--- config.mk ---
export PLATFORM = sky130hd
export DESIGN_NAME = enacc_control
export DESIGN_NICKNAME = d
export VERILOG_FILES = /design/src/enacc_pkg.sv /design/src/enacc_control.sv
export SDC_FILE = /design/constraint.sdc
export NUM_CORES = 1
export LEC_CHECK = 0
export BUFFER_PORTS_ARGS = -buffer_cell sky130_fd_sc_hd__buf_2
export CORE_AREA = 2 2 39 41
export CTS_CLUSTER_SIZE = 40
export DETAILED_ROUTE_END_ITERATION = 12
export DIE_AREA = 0 0 41 43
export REMOVE_ABC_BUFFERS = 1
export SLEW_MARGIN = 20
export SYNTH_ARGS = -nofsm -noshare
export SYNTH_HDL_FRONTEND = slang
export SYNTH_SLANG_ARGS = --single-unit
--- constraint.sdc ---
create_clock -name clock -period 2.1 [get_ports clock]
set_input_delay 0.63 -clock clock [delete_from_list [all_inputs] [get_ports clock]]
set_output_delay 0.63 -clock clock [all_outputs]
set_load 0.005 [all_outputs]
--- src/enacc_pkg.sv ---
// enacc_pkg: shared constants, command and status types of the error norm accumulator
// used by every module under src; depends on nothing
`default_nettype none

package enacc_pkg;

   // sample and norm formats
   localparam int SAMPLE_WIDTH = 32;
   localparam int NORM_WIDTH = 32;
   localparam int FRAC_BITS = 24;

   // store and run sizes
   localparam int DEFAULT_REFERENCE_DEPTH = 8192;
   localparam int MAX_SAMPLES = 1024;
   localparam int COUNT_WIDTH = $clog2(MAX_SAMPLES + 1);

   // configuration register
   localparam int STEP_WIDTH = 8;
   localparam logic [STEP_WIDTH-1:0] STEP_RESET = 8'd10;

   // accumulator widths
   localparam int ABS_SUM_WIDTH = 42;
   localparam int SUM_WIDTH = 64;
   localparam int SQUARE_WIDTH = SUM_WIDTH - FRAC_BITS;
   localparam int MEAN_SQ_WIDTH = 40;
   localparam int ROOT_WIDTH = SUM_WIDTH / 2;

   // item kinds
   localparam logic KIND_REFERENCE = 1'b0;
   localparam logic KIND_NUMERICAL = 1'b1;

   // commands from the controller to the datapath
   typedef struct packed {
      logic store_write;
      logic capture;
      logic quot;
      logic rem;
      logic acc;
      logic div_start;
      logic div_square;
      logic take_l1;
      logic take_msq;
      logic root_start;
      logic take_l2;
      logic load_result;
   } cmd_type;

   // status from the datapath to the controller
   typedef struct packed {
      logic run_done;
      logic div_done;
      logic root_done;
   } status_type;

endpackage

`default_nettype wire

--- src/enacc_control.sv ---
// enacc_control: sequencer for reference loads, sample steps and end-of-run norms
// depends on enacc_pkg for the command and status types
`default_nettype none

module enacc_control (
   input  wire logic                  clock,
   input  wire logic                  reset,
   input  wire logic                  req_valid,
   input  wire logic                  req_kind,
   output logic                       req_stall,
   output logic                       rsp_valid,
   input  wire logic                  rsp_stall,
   input  wire enacc_pkg::status_type status,
   output enacc_pkg::cmd_type         cmd
);
   import enacc_pkg::*;

   typedef enum logic [3:0] {
      ST_IDLE,
      ST_QUOT,
      ST_REM,
      ST_READ,
      ST_DIFF,
      ST_MAG,
      ST_SQR,
      ST_ACC,
      ST_DIVA_GO,
      ST_DIVA_WAIT,
      ST_DIVS_GO,
      ST_DIVS_WAIT,
      ST_ROOT_GO,
      ST_ROOT_WAIT,
      ST_FINISH
   } state_type;

   state_type state_ff, state_in;
   logic      rsp_valid_ff, rsp_valid_in;
   logic      accept;
   logic      slot_free;

   assign accept = req_valid && (state_ff == ST_IDLE);
   assign slot_free = !rsp_valid_ff || !rsp_stall;

   // next state and commands
   always_comb begin
      state_in = state_ff;
      cmd = '0;
      case (state_ff)
         ST_IDLE: begin
            if (accept) begin
               if (req_kind == KIND_NUMERICAL) begin
                  cmd.capture = 1'b1;
                  state_in = ST_QUOT;
               end else begin
                  cmd.store_write = 1'b1;
               end
            end
         end
         ST_QUOT: begin
            cmd.quot = 1'b1;
            state_in = ST_REM;
         end
         ST_REM: begin
            cmd.rem = 1'b1;
            state_in = ST_READ;
         end
         ST_READ: state_in = ST_DIFF;
         ST_DIFF: state_in = ST_MAG;
         ST_MAG: state_in = ST_SQR;
         ST_SQR: state_in = ST_ACC;
         ST_ACC: begin
            cmd.acc = 1'b1;
            state_in = status.run_done ? ST_DIVA_GO : ST_IDLE;
         end
         ST_DIVA_GO: begin
            cmd.div_start = 1'b1;
            state_in = ST_DIVA_WAIT;
         end
         ST_DIVA_WAIT: begin
            if (status.div_done) begin
               cmd.take_l1 = 1'b1;
               state_in = ST_DIVS_GO;
            end
         end
         ST_DIVS_GO: begin
            cmd.div_start = 1'b1;
            cmd.div_square = 1'b1;
            state_in = ST_DIVS_WAIT;
         end
         ST_DIVS_WAIT: begin
            if (status.div_done) begin
               cmd.take_msq = 1'b1;
               state_in = ST_ROOT_GO;
            end
         end
         ST_ROOT_GO: begin
            cmd.root_start = 1'b1;
            state_in = ST_ROOT_WAIT;
         end
         ST_ROOT_WAIT: begin
            if (status.root_done) begin
               cmd.take_l2 = 1'b1;
               state_in = ST_FINISH;
            end
         end
         ST_FINISH: begin
            if (slot_free) begin
               cmd.load_result = 1'b1;
               state_in = ST_IDLE;
            end
         end
         default: state_in = ST_IDLE;
      endcase
   end

   // output register holds a result until taken
   assign rsp_valid_in = cmd.load_result || (rsp_valid_ff && rsp_stall);

   always_ff @(posedge clock) begin
      if (reset) begin
         state_ff <= ST_IDLE;
         rsp_valid_ff <= 1'b0;
      end else begin
         state_ff <= state_in;
         rsp_valid_ff <= rsp_valid_in;
      end
   end

   assign req_stall = (state_ff != ST_IDLE);
   assign rsp_valid = rsp_valid_ff;

   // checks
   a_div_done_expected: assert property (@(posedge clock) disable iff (reset)
      status.div_done |-> (state_ff == ST_DIVA_WAIT || state_ff == ST_DIVS_WAIT))
      else $error("divider finished outside a divide wait");

   a_root_done_expected: assert property (@(posedge clock) disable iff (reset)
      status.root_done |-> state_ff == ST_ROOT_WAIT)
      else $error("square root finished outside its wait");

endmodule

`default_nettype wire

==> results.sh <==
export IMPL_fin_skew_ns=0.00448
export IMPL_grt_pass1_vias=326
export IMPL_clock_latency_ns=0.25
export IMPL_stdcell_area_um2=563
export IMPL_place_inst=88
export IMPL_slew_headroom_pct=80.2
export IMPL_first_iter_violations=3
export IMPL_cts_root_buf="clkbuf_4"
export IMPL_rrSetupSlack_ns=0.59
export IMPL_routed_via_density=4.95
export IMPL_cap_viol_max_count=0
export IMPL_ant_nets=0
export IMPL_dieArea_mm2=0.00176
export IMPL_layout_commonest_cell="buf_2"
export IMPL_hold_violations=0
export IMPL_ios=22
export IMPL_post_cts_buffers=0
export IMPL_firstDrtPassIters=3
export IMPL_place_gp_congestion=0.672
export IMPL_syn_area_um2=429
export IMPL_end_kind="output pin"
export IMPL_setup_tns_ns=0
export IMPL_grt_usage_pct=11.7
export IMPL_crit_path_start_kind="register"
export IMPL_ys_ff_latch=5
export IMPL_p_total_mw=0.303
export IMPL_crit_type="reg -> out"
export IMPL_status="complete, no violations"
export IMPL_drive_above_1_share_pct=47.4
export IMPL_wl_per_cell_um=10.6
export IMPL_grt_ovfl_total=0
export IMPL_setup_viol=0
export IMPL_fin_cells=92
export IMPL_fin_nets=85
export IMPL_worst_pin_slew_ns=0.295
export IMPL_p_leak_nw=0.272
export IMPL_syn_avg_cell_area_um2=7.80
export IMPL_peakVddDrop_mv=0.279
export IMPL_cp_max_fo=13
export IMPL_route_detailed_drc=0
export IMPL_cts_tree="yes"
export IMPL_cts_sinks=5
export IMPL_rsz0062_at_grt="no"
export IMPL_period_share_pct=91.9
export IMPL_antenna_found_initial=0
export IMPL_mostFrequentLayoutCells="buf_2, nand2_1, nor2_1, inv_1, dfxtp_2"
export IMPL_placed_area_um2=532
export IMPL_grt_first_pass_wirelength_um=1390
export IMPL_htree_levels=1
export IMPL_initial_core_util_pct=31.0
export IMPL_cp_required_ns=1.47
export IMPL_cts_buffer_depth=2
export IMPL_core_mm2=0.00138
export IMPL_synth_cell_types=30
export IMPL_grt_max_degree=16
export IMPL_rows=14
export IMPL_syn2layout_area_growth_pct=31.2
export IMPL_worstPathArrival_ns=1.30
export IMPL_netlist_instances=55
export IMPL_wirelength_um=972
export IMPL_vias=455
export IMPL_fin_crit_ns=1.93
export IMPL_yosys_warnings=0
export IMPL_cts_buffers=3
export IMPL_ys_seq_area_share_pct=23.3
export IMPL_powerDensity_mw_per_mm2=537
export IMPL_hpwl_um=706
export IMPL_clk_pin_slew_ns=0.04
export IMPL_port_buffers=21
export IMPL_fmax_ghz=0.518
export IMPL_slew_viol_final=0
export IMPL_die_y_um=43
export IMPL_fp_dieW_um=41
export IMPL_hold_class="reg -> reg"
export IMPL_num_antenna_cells=0
[cell usage after synthesis]
master | count | area share (%)
nor4b_1 | 2 | 4.1
nand3_2 | 1 | 2.3
nand2_2 | 1 | 1.5
nor4_4 | 1 | 5.0
or3_1 | 1 | 1.5
inv_1 | 4 | 3.5
and3_4 | 1 | 2.6
a41oi_1 | 1 | 2.0
a311oi_2 | 1 | 3.5
nand2b_1 | 2 | 2.9
a31oi_1 | 1 | 1.5
a221oi_2 | 1 | 3.5
nor3b_2 | 1 | 2.9
a21o_1 | 1 | 1.7
nor3_1 | 2 | 2.3
and4_1 | 1 | 2.0
nand3_1 | 1 | 1.2
nand2_1 | 8 | 7.0
a21oi_1 | 3 | 3.5
o211ai_2 | 1 | 2.9
nand4_1 | 1 | 1.5
nand3b_1 | 1 | 1.7
o21a_1 | 1 | 1.7
buf_4 | 1 | 1.7
nor4_1 | 1 | 1.5
and3_1 | 1 | 1.5
nor3b_1 | 1 | 1.7
nor2_1 | 5 | 4.4
dfxtp_1 | 5 | 23
buf_2 | 3 | 3.5
[path summary, 6_finish.rpt]
path,from,to,depth (start not counted)
worst min-delay path,rsp_valid,rsp_valid,2
worst min register to register,rsp_valid,rsp_valid,2
worst max-delay path,state_ff[0],cmd[10],3
worst max register to register,state_ff[2],state_ff[3],4
[layout make-up]
class                      count  area (um2)
fill                         158         821
multi-input combinational     42         292
sequential                     5         105
timing repair buffer          21         105
clock buffer                   4        26.3
tap                           16        20.0
inverter                       4        15.0
[metrics by stage]
stage | worst slack, ns | util [%] | hold WS (ns)
2_1_floorplan | 0.505 | - | 0.478
3_3_place_gp | 0.328 | 38.4 | 0.494
3_5_place_dp | 0.307 | 38.4 | 0.495
4_1_cts | 0.0317 | 40.3 | 0.491
5_1_grt | 0.0347 | 40.7 | 0.530
6_report | 0.170 | 40.7 | 0.492
[routing by layer]
layer	GRT usage (%)	routed length (um)	up-vias
met4	4.00	7	0
li1	-	-	240
met2	14.4	462	16
met5	0	0	-
met1	16.8	425	197
met3	6.28	76	2
[critical path, stage by stage (launching register included)]
cell and delay, ns:
dfxtp_2 0.39, nor4_4 0.37, and3_1 0.19, buf_2 0.10
[registers in the layout (all words and copies together) (netlist names)]
register and cells:
state_ff 4, rsp_valid 1
[cell families after synthesis]
logic type / count (synthesis) / share of synthesized area, %
buf+inv: 8 / 8.74
compound gates: 10 / 20.4
simple gates: 32 / 47.5
flops: 5 / 23.3
[power breakdown]
group	internal [mW]	leakage, nW	switching (mW)
Clock	0.0720	0.0150	0.0422
Combinational	0.0369	0.215	0.0340
Sequential	0.101	0.0424	0.0167
Total	0.210	0.272	0.0929
[what timing repair did]
action                                  in CTS  in global routing
endpoints found under the setup margin       0                  3
gates resized for setup                      0                  4
hold buffers                                 0                  0
(Power assumes the default switching activity.)
